==> src/hw/rtl/tbs_pkg.sv <==
package tbs_pkg;

  localparam int ROM_LEN = 93;
  localparam int IDX_W   = 7;
  localparam int NINFO_W = 25;
  localparam int TOT_W   = 26;
  localparam int NUM_W   = 27;
  localparam int DVS_W   = 17;
  localparam int QUO_W   = 11;
  localparam int OUT_W   = 23;

  localparam logic [OUT_W-1:0] OUT_MAX = 23'h7F_FFFF;

  // Sorted TBS sizes for the quantized small-size path
  localparam logic [11:0] TBS_ROM [0:ROM_LEN-1] = '{
    12'd24, 12'd32, 12'd40, 12'd48, 12'd56, 12'd64, 12'd72, 12'd80, 12'd88, 12'd96,
    12'd104, 12'd112, 12'd120, 12'd128, 12'd136, 12'd144, 12'd152, 12'd160,
    12'd168, 12'd176, 12'd184, 12'd192, 12'd208, 12'd224, 12'd240, 12'd256,
    12'd272, 12'd288, 12'd304, 12'd320, 12'd336, 12'd352, 12'd368, 12'd384,
    12'd408, 12'd432, 12'd456, 12'd480, 12'd504, 12'd528, 12'd552, 12'd576,
    12'd608, 12'd640, 12'd672, 12'd704, 12'd736, 12'd768, 12'd808, 12'd848,
    12'd888, 12'd928, 12'd984, 12'd1032, 12'd1064, 12'd1128, 12'd1160,
    12'd1192, 12'd1224, 12'd1256, 12'd1288, 12'd1320, 12'd1352, 12'd1416,
    12'd1480, 12'd1544, 12'd1608, 12'd1672, 12'd1736, 12'd1800, 12'd1864,
    12'd1928, 12'd2024, 12'd2088, 12'd2152, 12'd2216, 12'd2280, 12'd2408,
    12'd2472, 12'd2536, 12'd2600, 12'd2664, 12'd2728, 12'd2792, 12'd2856,
    12'd2976, 12'd3104, 12'd3240, 12'd3368, 12'd3496, 12'd3624, 12'd3752,
    12'd3824
  };

  // Item state through the code-block divider
  typedef struct packed {
    logic             sm;
    logic [IDX_W-1:0] idx;
    logic [NUM_W-1:0] rem;
    logic [DVS_W-1:0] dvs;
    logic [QUO_W-1:0] quo;
  } div_t;

endpackage

==> src/hw/rtl/tbs_front.sv <==
module tbs_front (
  input  logic                         clk,
  input  logic                         rst_n,
  input  logic                         en,
  input  logic                         in_valid,
  input  logic [3:0]                   mod_order,
  input  logic [13:0]                  code_rate,
  input  logic [8:0]                   rb_count,
  input  logic [3:0]                   symbol_count,
  input  logic [7:0]                   dmrs_re_per_prb,
  input  logic [5:0]                   overhead_re,
  input  logic [1:0]                   scaling_shift,
  input  logic [3:0]                   layer_count,
  output logic                         out_valid,
  output logic [tbs_pkg::NINFO_W-1:0]  ninfo,
  output logic                         rate_low
);
  import tbs_pkg::*;

  // stage 1: REs per PRB, rate / 5, Qm * layers
  logic [7:0]  re_tot;
  logic [8:0]  cut, re_raw;
  logic [7:0]  re_nxt;
  logic [29:0] rprod;
  logic [7:0]  ql_nxt;

  logic        v1_r, v2_r, v3_r, v4_r;
  logic [7:0]  re_r;
  logic [8:0]  rbs_r;
  logic [11:0] rdiv_r;
  logic [7:0]  ql_r;
  logic [1:0]  sh1_r, sh2_r, sh3_r;
  logic        rl1_r, rl2_r, rl3_r, rl4_r;
  logic [16:0] p1_r;
  logic [19:0] p2_r;
  logic [36:0] prod_r;
  logic [NINFO_W-1:0] ninfo_r;

  always_comb begin
    re_tot = {1'b0, symbol_count, 3'b0} + {2'b0, symbol_count, 2'b0};
    cut    = {1'b0, dmrs_re_per_prb} + {3'b0, overhead_re};
    re_raw = ({1'b0, re_tot} > cut) ? ({1'b0, re_tot} - cut) : 9'd0;
    re_nxt = (re_raw > 9'd156) ? 8'd156 : re_raw[7:0];
    rprod  = {16'b0, code_rate} * 30'd52429;
    ql_nxt = {4'b0, mod_order} * {4'b0, layer_count};
  end

  always_ff @(posedge clk) begin
    if (!rst_n) begin
      v1_r <= 1'b0;
      v2_r <= 1'b0;
      v3_r <= 1'b0;
      v4_r <= 1'b0;
    end else if (en) begin
      v1_r <= in_valid;
      v2_r <= v1_r;
      v3_r <= v2_r;
      v4_r <= v3_r;
    end
  end

  always_ff @(posedge clk) begin
    if (en) begin
      re_r    <= re_nxt;
      rbs_r   <= rb_count;
      rdiv_r  <= rprod[29:18];
      ql_r    <= ql_nxt;
      sh1_r   <= scaling_shift;
      rl1_r   <= (code_rate <= 14'd2560);
      p1_r    <= {9'b0, re_r} * {8'b0, rbs_r};
      p2_r    <= {8'b0, rdiv_r} * {12'b0, ql_r};
      sh2_r   <= sh1_r;
      rl2_r   <= rl1_r;
      prod_r  <= {20'b0, p1_r} * {17'b0, p2_r};
      sh3_r   <= sh2_r;
      rl3_r   <= rl2_r;
      ninfo_r <= prod_r[35:11] >> sh3_r;
      rl4_r   <= rl3_r;
    end
  end

  assign out_valid = v4_r;
  assign ninfo     = ninfo_r;
  assign rate_low  = rl4_r;

endmodule

==> src/hw/rtl/tbs_quant.sv <==
module tbs_quant (
  input  logic                         clk,
  input  logic                         rst_n,
  input  logic                         en,
  input  logic                         in_valid,
  input  logic [tbs_pkg::NINFO_W-1:0]  ninfo,
  input  logic                         rate_low,
  output logic                         out_valid,
  output tbs_pkg::div_t                out_item
);
  import tbs_pkg::*;

  function automatic logic [4:0] flog2(input logic [NINFO_W-1:0] x);
    logic [4:0] r;
    r = 5'd0;
    for (int i = 0; i < NINFO_W; i++) begin
      if (x[i]) r = 5'(i);
    end
    return r;
  endfunction

  logic v5_r, v6_r, v7_r, v8_r;

  // stage 5: size class and bit lengths
  logic               sm5_r, rl5_r;
  logic [NINFO_W-1:0] ni5_r, base5_r;
  logic [4:0]         lgs5_r, lgl5_r;
  logic [NINFO_W-1:0] base_c;

  assign base_c = ninfo - NINFO_W'(24);

  // stage 6: quantize
  logic [4:0]       ns, nl;
  logic [11:0]      nps_raw, nps_nxt;
  logic [TOT_W-1:0] half, rnd, npl_raw, npl_nxt;
  logic             sm6_r, rl6_r, big6_r;
  logic [11:0]      nps6_r;
  logic [TOT_W-1:0] tot6_r;

  always_comb begin
    ns      = (lgs5_r > 5'd9) ? (lgs5_r - 5'd6) : 5'd3;
    nps_raw = (ni5_r[11:0] >> ns) << ns;
    nps_nxt = (nps_raw < 12'd24) ? 12'd24 : nps_raw;
    nl      = lgl5_r - 5'd5;
    half    = TOT_W'(1) << (nl - 5'd1);
    rnd     = ({1'b0, base5_r} + half) >> nl;
    npl_raw = rnd << nl;
    npl_nxt = (npl_raw < TOT_W'(3840)) ? TOT_W'(3840) : npl_raw;
  end

  // stage 7: ROM compares and reciprocal estimate of the code-block count
  logic [ROM_LEN-1:0] lt_nxt, lt7_r;
  logic [13:0]        k_c, k7_r;
  logic [14:0]        m_c;
  logic [TOT_W-1:0]   x_c, x7_r, tot7_r;
  logic [40:0]        qp;
  logic [13:0]        q07_r;
  logic               sm7_r, rl7_r, big7_r;

  always_comb begin
    for (int i = 0; i < ROM_LEN; i++) begin
      lt_nxt[i] = TBS_ROM[i] < nps6_r;
    end
    k_c = rl6_r ? 14'd3816 : 14'd8424;
    m_c = rl6_r ? 15'd17586 : 15'd7966;
    x_c = tot6_r + {12'b0, k_c} - TOT_W'(1);
    qp  = {15'b0, x_c} * {26'b0, m_c};
  end

  // stage 8: index count, correct the estimate, form divisor and numerator
  logic [IDX_W-1:0] cnt;
  logic [27:0]      qk;
  logic [NUM_W-1:0] r_c;
  logic [13:0]      c_fix, c_sel;
  logic [DVS_W-1:0] dvs_c;
  div_t             it8_r;

  always_comb begin
    cnt = '0;
    for (int i = 0; i < ROM_LEN; i++) begin
      cnt = cnt + IDX_W'(lt7_r[i]);
    end
    if (cnt > IDX_W'(ROM_LEN - 1)) cnt = IDX_W'(ROM_LEN - 1);
    qk    = {14'b0, q07_r} * {14'b0, k7_r};
    r_c   = {1'b0, x7_r} - qk[NUM_W-1:0];
    c_fix = (r_c >= {13'b0, k7_r}) ? (q07_r + 14'd1) : q07_r;
    c_sel = (rl7_r || big7_r) ? c_fix : 14'd1;
    dvs_c = {c_sel, 3'b0};
  end

  always_ff @(posedge clk) begin
    if (!rst_n) begin
      v5_r <= 1'b0;
      v6_r <= 1'b0;
      v7_r <= 1'b0;
      v8_r <= 1'b0;
    end else if (en) begin
      v5_r <= in_valid;
      v6_r <= v5_r;
      v7_r <= v6_r;
      v8_r <= v7_r;
    end
  end

  always_ff @(posedge clk) begin
    if (en) begin
      sm5_r      <= (ninfo <= NINFO_W'(3824));
      rl5_r      <= rate_low;
      ni5_r      <= ninfo;
      base5_r    <= base_c;
      lgs5_r     <= flog2(ninfo);
      lgl5_r     <= flog2(base_c);
      sm6_r      <= sm5_r;
      rl6_r      <= rl5_r;
      big6_r     <= (npl_nxt > TOT_W'(8424));
      nps6_r     <= nps_nxt;
      tot6_r     <= npl_nxt + TOT_W'(24);
      lt7_r      <= lt_nxt;
      k7_r       <= k_c;
      x7_r       <= x_c;
      tot7_r     <= tot6_r;
      q07_r      <= qp[39:26];
      sm7_r      <= sm6_r;
      rl7_r      <= rl6_r;
      big7_r     <= big6_r;
      it8_r.sm    <= sm7_r;
      it8_r.idx   <= cnt;
      it8_r.rem   <= {1'b0, tot7_r} + {10'b0, dvs_c} - NUM_W'(1);
      it8_r.dvs   <= dvs_c;
      it8_r.quo   <= '0;
    end
  end

  assign out_valid = v8_r;
  assign out_item  = it8_r;

endmodule

==> src/hw/rtl/tbs_div.sv <==
module tbs_div (
  input  logic          clk,
  input  logic          rst_n,
  input  logic          en,
  input  logic          in_valid,
  input  tbs_pkg::div_t in_item,
  output logic          out_valid,
  output tbs_pkg::div_t out_item
);
  import tbs_pkg::*;

  localparam int NSTG = (QUO_W + 1) / 2;

  // one restoring step at quotient bit b
  function automatic div_t dstep(input div_t s, input int b);
    div_t       r;
    logic [27:0] sub;
    r   = s;
    sub = {11'b0, s.dvs} << b;
    if ({1'b0, s.rem} >= sub) begin
      r.rem    = s.rem - sub[NUM_W-1:0];
      r.quo[b] = 1'b1;
    end
    return r;
  endfunction

  logic v_r [0:NSTG-1];
  div_t s_r [0:NSTG-1];

  for (genvar j = 0; j < NSTG; j++) begin : g_stg
    div_t prev, nxt;
    logic vprev;
    if (j == 0) begin : g_first
      assign prev  = in_item;
      assign vprev = in_valid;
    end else begin : g_rest
      assign prev  = s_r[j-1];
      assign vprev = v_r[j-1];
    end
    if (QUO_W - 2 * j >= 2) begin : g_two
      assign nxt = dstep(dstep(prev, QUO_W - 1 - 2 * j), QUO_W - 2 - 2 * j);
    end else begin : g_one
      assign nxt = dstep(prev, 0);
    end
    always_ff @(posedge clk) begin
      if (!rst_n) begin
        v_r[j] <= 1'b0;
      end else if (en) begin
        v_r[j] <= vprev;
      end
    end
    always_ff @(posedge clk) begin
      if (en) begin
        s_r[j] <= nxt;
      end
    end
  end

  assign out_valid = v_r[NSTG-1];
  assign out_item  = s_r[NSTG-1];

endmodule

==> src/hw/rtl/nr_transport_block_size_core.sv <==
// Channel  Handshake             Payload
// in_      in_valid / in_ready   mod_order, code_rate, rb_count, symbol_count,
//                                dmrs_re_per_prb, overhead_re, scaling_shift,
//                                layer_count
// out_     out_valid / out_ready tbs_bits
//
// One grant per cycle enters while in_ready is high; each transaction then
// passes through the 16-stage pipeline (4 front, 4 quantize, 6 divider,
// 2 output). Every stage carries a valid bit that rst_n clears synchronously.
// A stall on out_ready freezes all stages together and drops in_ready, so no
// transaction is lost or repeated; while the output register is empty the
// pipeline keeps moving regardless of out_ready.
module nr_transport_block_size_core (
  input  logic        clk,
  input  logic        rst_n,
  input  logic        in_valid,
  output logic        in_ready,
  input  logic [3:0]  in_mod_order,
  input  logic [13:0] in_code_rate,
  input  logic [8:0]  in_rb_count,
  input  logic [3:0]  in_symbol_count,
  input  logic [7:0]  in_dmrs_re_per_prb,
  input  logic [5:0]  in_overhead_re,
  input  logic [1:0]  in_scaling_shift,
  input  logic [3:0]  in_layer_count,
  output logic        out_valid,
  input  logic        out_ready,
  output logic [22:0] out_tbs_bits
);
  import tbs_pkg::*;

  // advance every stage unless a finished result is held
  logic en;
  logic out_valid_r;
  logic [OUT_W-1:0] out_tbs_bits_r;

  assign en       = !out_valid_r || out_ready;
  assign in_ready = en;

  // front end: info-bit count
  logic               fr_v, fr_rl;
  logic [NINFO_W-1:0] fr_ninfo;

  tbs_front u_front (
    .clk             (clk),
    .rst_n           (rst_n),
    .en              (en),
    .in_valid        (in_valid),
    .mod_order       (in_mod_order),
    .code_rate       (in_code_rate),
    .rb_count        (in_rb_count),
    .symbol_count    (in_symbol_count),
    .dmrs_re_per_prb (in_dmrs_re_per_prb),
    .overhead_re     (in_overhead_re),
    .scaling_shift   (in_scaling_shift),
    .layer_count     (in_layer_count),
    .out_valid       (fr_v),
    .ninfo           (fr_ninfo),
    .rate_low        (fr_rl)
  );

  // quantize, ROM index, code-block count
  logic qu_v;
  div_t qu_item;

  tbs_quant u_quant (
    .clk       (clk),
    .rst_n     (rst_n),
    .en        (en),
    .in_valid  (fr_v),
    .ninfo     (fr_ninfo),
    .rate_low  (fr_rl),
    .out_valid (qu_v),
    .out_item  (qu_item)
  );

  // ceil(total / (8 * C)) over six stages
  logic dv_v;
  div_t dv_item;

  tbs_div u_div (
    .clk       (clk),
    .rst_n     (rst_n),
    .en        (en),
    .in_valid  (qu_v),
    .in_item   (qu_item),
    .out_valid (dv_v),
    .out_item  (dv_item)
  );

  // final multiply back to a multiple of 8 * C
  logic             f1_v_r, f1_sm_r;
  logic [IDX_W-1:0] f1_idx_r;
  logic [27:0]      f1_prod_r;

  always_ff @(posedge clk) begin
    if (!rst_n) begin
      f1_v_r <= 1'b0;
    end else if (en) begin
      f1_v_r <= dv_v;
    end
  end

  always_ff @(posedge clk) begin
    if (en) begin
      f1_sm_r   <= dv_item.sm;
      f1_idx_r  <= dv_item.idx;
      f1_prod_r <= {11'b0, dv_item.dvs} * {17'b0, dv_item.quo};
    end
  end

  // pick the path, subtract the CRC, saturate
  logic [27:0]      big_c;
  logic [OUT_W-1:0] tbs_nxt;

  always_comb begin
    big_c = f1_prod_r - 28'd24;
    if (f1_sm_r) begin
      tbs_nxt = {11'b0, TBS_ROM[f1_idx_r]};
    end else if (big_c > {5'b0, OUT_MAX}) begin
      tbs_nxt = OUT_MAX;
    end else begin
      tbs_nxt = big_c[OUT_W-1:0];
    end
  end

  always_ff @(posedge clk) begin
    if (!rst_n) begin
      out_valid_r <= 1'b0;
    end else if (en) begin
      out_valid_r <= f1_v_r;
    end
  end

  always_ff @(posedge clk) begin
    if (en) begin
      out_tbs_bits_r <= tbs_nxt;
    end
  end

  assign out_valid    = out_valid_r;
  assign out_tbs_bits = out_tbs_bits_r;

`ifndef SYNTHESIS
  a_min_size: assert property (@(posedge clk) disable iff (!rst_n)
    out_valid |-> out_tbs_bits >= 23'd24)
    else $error("transport block size below 24");

  a_byte_align: assert property (@(posedge clk) disable iff (!rst_n)
    (out_valid && out_tbs_bits != OUT_MAX) |-> out_tbs_bits[2:0] == 3'd0)
    else $error("transport block size not byte aligned");

  a_large_quo: assert property (@(posedge clk) disable iff (!rst_n)
    (dv_v && !dv_item.sm) |-> dv_item.quo != '0)
    else $error("code-block division gave zero quotient");

  a_stall_hold: assert property (@(posedge clk) disable iff (!rst_n)
    (f1_v_r && !en) |=> (f1_v_r && $stable(f1_prod_r)))
    else $error("final stage moved during stall");
`endif

endmodule
==> config.mk <==
export PLATFORM = sky130hd
export DESIGN_NAME = nr_transport_block_size_core
export DESIGN_NICKNAME = d
export VERILOG_FILES = /design/src/hw/rtl/tbs_pkg.sv /design/src/hw/rtl/tbs_front.sv /design/src/hw/rtl/tbs_quant.sv /design/src/hw/rtl/tbs_div.sv /design/src/hw/rtl/nr_transport_block_size_core.sv
export SDC_FILE = /design/constraint.sdc
export NUM_CORES = 2
export LEC_CHECK = 0
export BUFFER_PORTS_ARGS = -buffer_cell sky130_fd_sc_hd__buf_2
export CAP_MARGIN = 20
export CORE_ASPECT_RATIO = 1.75
export CORE_MARGIN = 8
export CORE_UTILIZATION = 60
export DETAILED_ROUTE_END_ITERATION = 8
export PLACE_DENSITY_LB_ADDON = 0.2
export SYNTH_ARGS = -nofsm -noshare
export SYNTH_HDL_FRONTEND = slang
export SYNTH_SLANG_ARGS = --single-unit
==> constraint.sdc <==
create_clock -name clk -period 35.4 [get_ports clk]
set_clock_uncertainty 0.2 [all_clocks]
set_input_delay 5.31 -clock clk [delete_from_list [all_inputs] [get_ports clk]]
set_output_delay 5.31 -clock clk [all_outputs]
set_load 0.005 [all_outputs]
# Word-level counts from Yosys, hierarchy flattened
# Memory sizes are Yosys's and may differ from the RTL's. A register that Yosys moved wholly into a read port is not among the register bits.
# Index checks and enable logic that the tools add are counted.
# W data, S select, Z words.
# word_totals
reg_bits,528
mem_bits_rw,384
mem_bits_ro,1536
in_bits,55
output_inout_bits,25
wordCells,409
memories,3
# op_classes
n_addsub,119
mul,8
order_cmp,116
shift,6
n_mux,90
bitwise,7
reduce_logical,6
# mem_list
name,words,word_bits,read_ports,rd_clocked_by_memory_dff,write_ports,line_no,rtl
(name not given),128,12,1,0,0,nr_transport_block_size_core.sv:119,"tbs_nxt = {11'b0, TBS_ROM[f1_idx_r]};"
u_div.s_r,6,63,6,0,6,tbs_div.sv:28,div_t s_r [0:NSTG-1];
u_div.v_r,6,1,6,1,6,tbs_div.sv:27,logic v_r [0:NSTG-1];
# ops
cell,count
$add A7 B1 Y7,91
$mux W27,11
$lt A11 B12 Y1 const A,20
$lt A12 B12 Y1 const A,20
$lt A10 B12 Y1 const A,14
$lt A9 B12 Y1 const A,14
$lt A8 B12 Y1 const A,12
$mux W4,32
$lt A7 B12 Y1 const A,8
$lt A6 B12 Y1 const A,4
$mux W14,3
$mul A26 B15 Y40,1
$mul A17 B20 Y36,1
$mux W12,3
$mul A14 B16 Y30 const B,1
$gt A28 B23 Y1 const B,1
$mul A17 B11 Y28,1
$sub A28 B5 Y28 const B,1
$add A26 B17 Y27,1
$ge A27 B14 Y1,1
$ge A27 B17 Y1,1
$ge A27 B18 Y1,1
$ge A27 B19 Y1,1
$ge A27 B20 Y1,1
66 further kinds,108

# Longest topological paths before layout
# logic_depth
depth_word,93
ltp_mapped,48
mapped_depth_nobuf,48

# Hierarchy
# A second synthesis with hierarchy kept.
# hier_totals
cells_unflattened,9735
hier_area_um2,96069.6
# modules_own_cells
module,instances,cells_per_inst,area_each_um2,seq_area_each_um2
tbs_quant,1,3976,37468.4,9058.7
tbs_front,1,2479,24887.6,4103.9
tbs_div,1,2275,24478.5,11521.0
nr_transport_block_size_core,1,1005,9235.1,1811.7

# Least setup slack after synthesis
# No wires, ideal clock.
# synth_path
kind,input to output
start,input out_ready
end,output in_ready
t_arrival_ps,27064
required_ps,29890
path_slack_ps,2826
cell_stages,3
path_buffers,1
cell_sequence,nor2b_1 > inv_1 > clkbuf_1
# synth_between
elab_chain_cells,1
# synth_lines
item,line_no,rtl
from (decl),nr_transport_block_size_core.sv:27,"input logic out_ready,"
$logic_or A1 B1 Y1,nr_transport_block_size_core.sv:37,assign en = !out_valid_r || out_ready;
to (decl),nr_transport_block_size_core.sv:17,"output logic in_ready,"
# No other way between the ends.

# Worst setup path after layout
# Same ends and word-level chain as after synthesis.

==> summary.md <==
| Metric | Value |
|---|---|
| Slew @ Worst Pin | `1.187 ns` |
| Setup Viol. Count Final | `0` |
| Starting Density | `0.6034` |
| Die area | `158700 um^2` |
| Non-Filler Instances | `10830` |
| Worst-path clk slew | `0.06 ns` |
| Met3 GRT Util | `0.04266` |
| Post-route ant nets | `0` |
| Post-DP HPWL | `184600 um` |
| Cells after DPL | `10680` |
| Crit Path Max Fanout | `97` |
| Startpoint Class | `primary input` |
| Post-cts resize count | `0` |
| Routability congestion estimate | `1.009` |
| End point of the critical path | `in_ready` |
| CP endpoint kind | `output pin` |
| Clk buf depth | `3` |
| Area delta synth->final | `5.806%` |
| Via count | `64040` |
| Req. time, crit path | `29.89 ns` |
| Largest family of logic cells by synthesized area | `adder cells` |
| Synth Instances | `8887` |
| DRT iter0 DRCs | `3733` |
| Top_reg_cell synth | `edfxtp_1` |
| Final min period | `11.96 ns` |
| Yosys reg bits | `811` |
| Share of layout cells above drive strength 1 | `0.05033` |
| Aggregate global routing overflow | `0` |
| CTS root buf | `clkbuf_16` |
| Placeable Area | `144900 um^2` |
| Port-buffer cells | `79` |
| Fin crit share | `0.3378` |
| Worst hold path class | `flop to flop` |
| Max-slew violations | `0` |
| Setup Fix Bufs, Post-CTS | `0` |
| # nets final | `10810` |
| Reg-to-Reg End | `u_quant.out_item[54]$_DFFE_PN_` |
| Fmax | `83.62 MHz` |
| Fraction of the mapped netlist area in simple logic gates | `0.1313` |
| Grt met2 use | `0.5622` |
| Vias per cell | `5.911` |
| Synth Area in XOR/XNOR | `0.03652` |
| RSZ-0062 raised after global routing | `false` |
| Remaining DRCs | `0` |
| Gr usage total | `0.2882` |
| CTS sink count | `811` |
| Most frequent cells in the layout | `inv_1 (1649), fa_1 (951), nand2_1 (909)` |
| Worst EP arrival | `6.45 ns` |
| Status | `completed` |
| Final hold vios | `0` |
| Htree depth | `3` |
| Antenna violations before repair | `4` |
| Die height | `521.0 um` |
| Worst Reg-to-Reg Cells | `43` |
| CTS tree | `built` |
| Die W | `304.6 um` |
| Compound-Gate Fraction of Synth Area | `0.1049` |
| WL final | `227800 um` |
| Avg Cell Area, Syn | `9.838 um^2` |
| Seq/Total Area, Yosys | `0.2773` |
| Mux cell area share after synthesis | `0.01876` |
| Num rows | `185` |
| Cell Area, Synth | `87430 um^2` |
| First-pass GRT wire length | `361800 um` |
| Largest net degree at the start of global routing | `173` |
| Most common cell after layout, fill and taps aside | `inv_1` |
| MaxCap Viol Count | `0` |
| Synth warn | `0` |
| Cts hold-fix bufs | `0` |
| Max-Slew Margin vs Limit | `0.2030` |
| Vias in the first global route | `69910` |
| Reg2reg start | `u_quant.k7_r[11]$_DFFE_PN_` |
| Final hold slack | `0.2179 ns` |
| Setup_tns | `0 ns` |
| Clk Latency, worst-skew pair | `0.72 ns` |
| Reg2reg setup slack | `23.93 ns` |
| Critical path origin | `out_ready` |
| Post-synthesis async set-or-reset flop share | `0` |
| Gr busiest metal | `met2` |
| Drt first pass iters | `5` |
| Synth Area in Adders | `0.3467` |
| I/O pin count | `80` |
| CTS Buf Count | `78` |
| Mean routed wirelength per cell | `21.02 um` |
| Distinct cells, synth | `108` |
| Crit Path Class | `primary input to output pin` |
| Post-synth EDFFs | `800` |
| Met1 global-route usage | `0.2584` |
worst min path at each step:
stage | cells past startpoint | slack [ns] | from | endpoint
global route | 0 | 0.22 | u_div.s_r[1][56]$_DFFE_PN_ | u_div.s_r[2][56]$_DFFE_PN_
global placement | 0 | 0.20 | u_div.s_r[3][9]$_DFFE_PN_ | u_div.s_r[4][9]$_DFFE_PN_
detailed placement | 0 | 0.20 | u_div.s_r[0][57]$_DFFE_PN_ | u_div.s_r[1][57]$_DFFE_PN_
finish | 0 | 0.22 | u_div.s_r[2][58]$_DFFE_PN_ | u_div.s_r[3][58]$_DFFE_PN_
floorplan | 0 | 0.20 | u_div.s_r[5][55]$_DFFE_PN_ | f1_idx_r[0]$_DFFE_PN_
CTS | 0 | 0.21 | u_div.s_r[1][56]$_DFFE_PN_ | u_div.s_r[2][56]$_DFFE_PN_
synth_stat cells, drive strengths merged, types with 31 or more instances:
| cell type | count | area (um^2) |
|---|---|---|
| ha | 901 | 11270 |
| buf | 50 | 336.6 |
| inv | 1652 | 6201 |
| nor4 | 54 | 337.8 |
| o31ai | 60 | 455.4 |
| edfxtp | 800 | 24020 |
| fa | 951 | 19040 |
| clkbuf | 218 | 833.3 |
| o21a | 48 | 360.4 |
| xnor2 | 266 | 2330 |
| mux2 | 49 | 551.8 |
| xor2 | 96 | 840.8 |
| nand2 | 909 | 3412 |
| a21oi | 387 | 1963 |
| nor3 | 125 | 636.9 |
| a31oi | 41 | 269.0 |
| and3 | 60 | 380.4 |
| nand4 | 64 | 406.6 |
| nand3 | 86 | 430.4 |
| or2 | 44 | 275.3 |
| mux2i | 48 | 480.5 |
| a211oi | 34 | 272.8 |
| a21o | 92 | 690.7 |
| and2 | 329 | 2058 |
| or3 | 43 | 274.0 |
| nand2b | 63 | 401.6 |
| o21bai | 60 | 450.4 |
| a21boi | 73 | 548.0 |
| nor2 | 488 | 1832 |
| nor2b | 67 | 419.2 |
| o211ai | 31 | 237.7 |
| o21ai | 324 | 1625 |
final cells by class:
type	count	area, um^2
Tap cell	1870	2340
Clock buffer	91	2074
Clock inverter	51	565.5
Fill cell	11840	52400
Inverter	1653	6212
Timing Repair Buffer	154	994.7
Antenna cell	4	10.01
Sequential cell	811	24240
Multi-Input combinational cell	6200	56060
kinds of logic after synthesis:
group / count (synthesis)
muxes: 124
DFF: 811
other: 2
and+or+nand+nor: 2406
adders and majority gates: 1852
buffers and inverters: 1922
AOI/OAI and AO/OA: 1407
xor gates and xnor gates: 363
worst max-delay path, stage by stage:
cell	delay (ns)
buf_2	0.08
nor2b_1	0.05
buf_4	0.19
inv_8	0.47
buf_2	0.31
state kept, by name (all words and copies together) (netlist names), 9 cells and up:
register / flops
u_div.s_r: 308
u_quant.lt7_r: 93
u_quant.out_item: 49
u_quant.tot6_r: 26
u_quant.tot7_r: 26
u_quant.x7_r: 26
f1_prod_r: 25
u_front.ninfo: 25
u_front.prod_r: 25
u_quant.base5_r: 25
out_tbs_bits: 21
u_front.p2_r: 20
u_front.p1_r: 17
u_quant.q07_r: 14
u_front.rdiv_r: 12
u_quant.nps6_r: 12
u_front.rbs_r: 9
u_quant.ni5_r: 9
metrics by stage:
step / utilization / cell area, um^2 / setup slack [ns]
final: 0.6384 / 92500 / 23.44
after global routing: 0.6383 / 92500 / 22.96
after floorplan: - / 87600 / 2.826
after CTS: 0.6379 / 92430 / 22.84
after detailed placement: 0.6197 / 89790 / 22.84
after global placement: 0.6197 / 89790 / 22.88
routing by layer:
metal	vias up	share of wire
met4	2	0.098
met1	31490	0.32
met2	2019	0.55
met5	-	0.000061
met3	1059	0.042
li1	29470	-
Power is not shown: default switching activity piles up to over one toggle a cycle in this logic, so the estimate is an artifact.
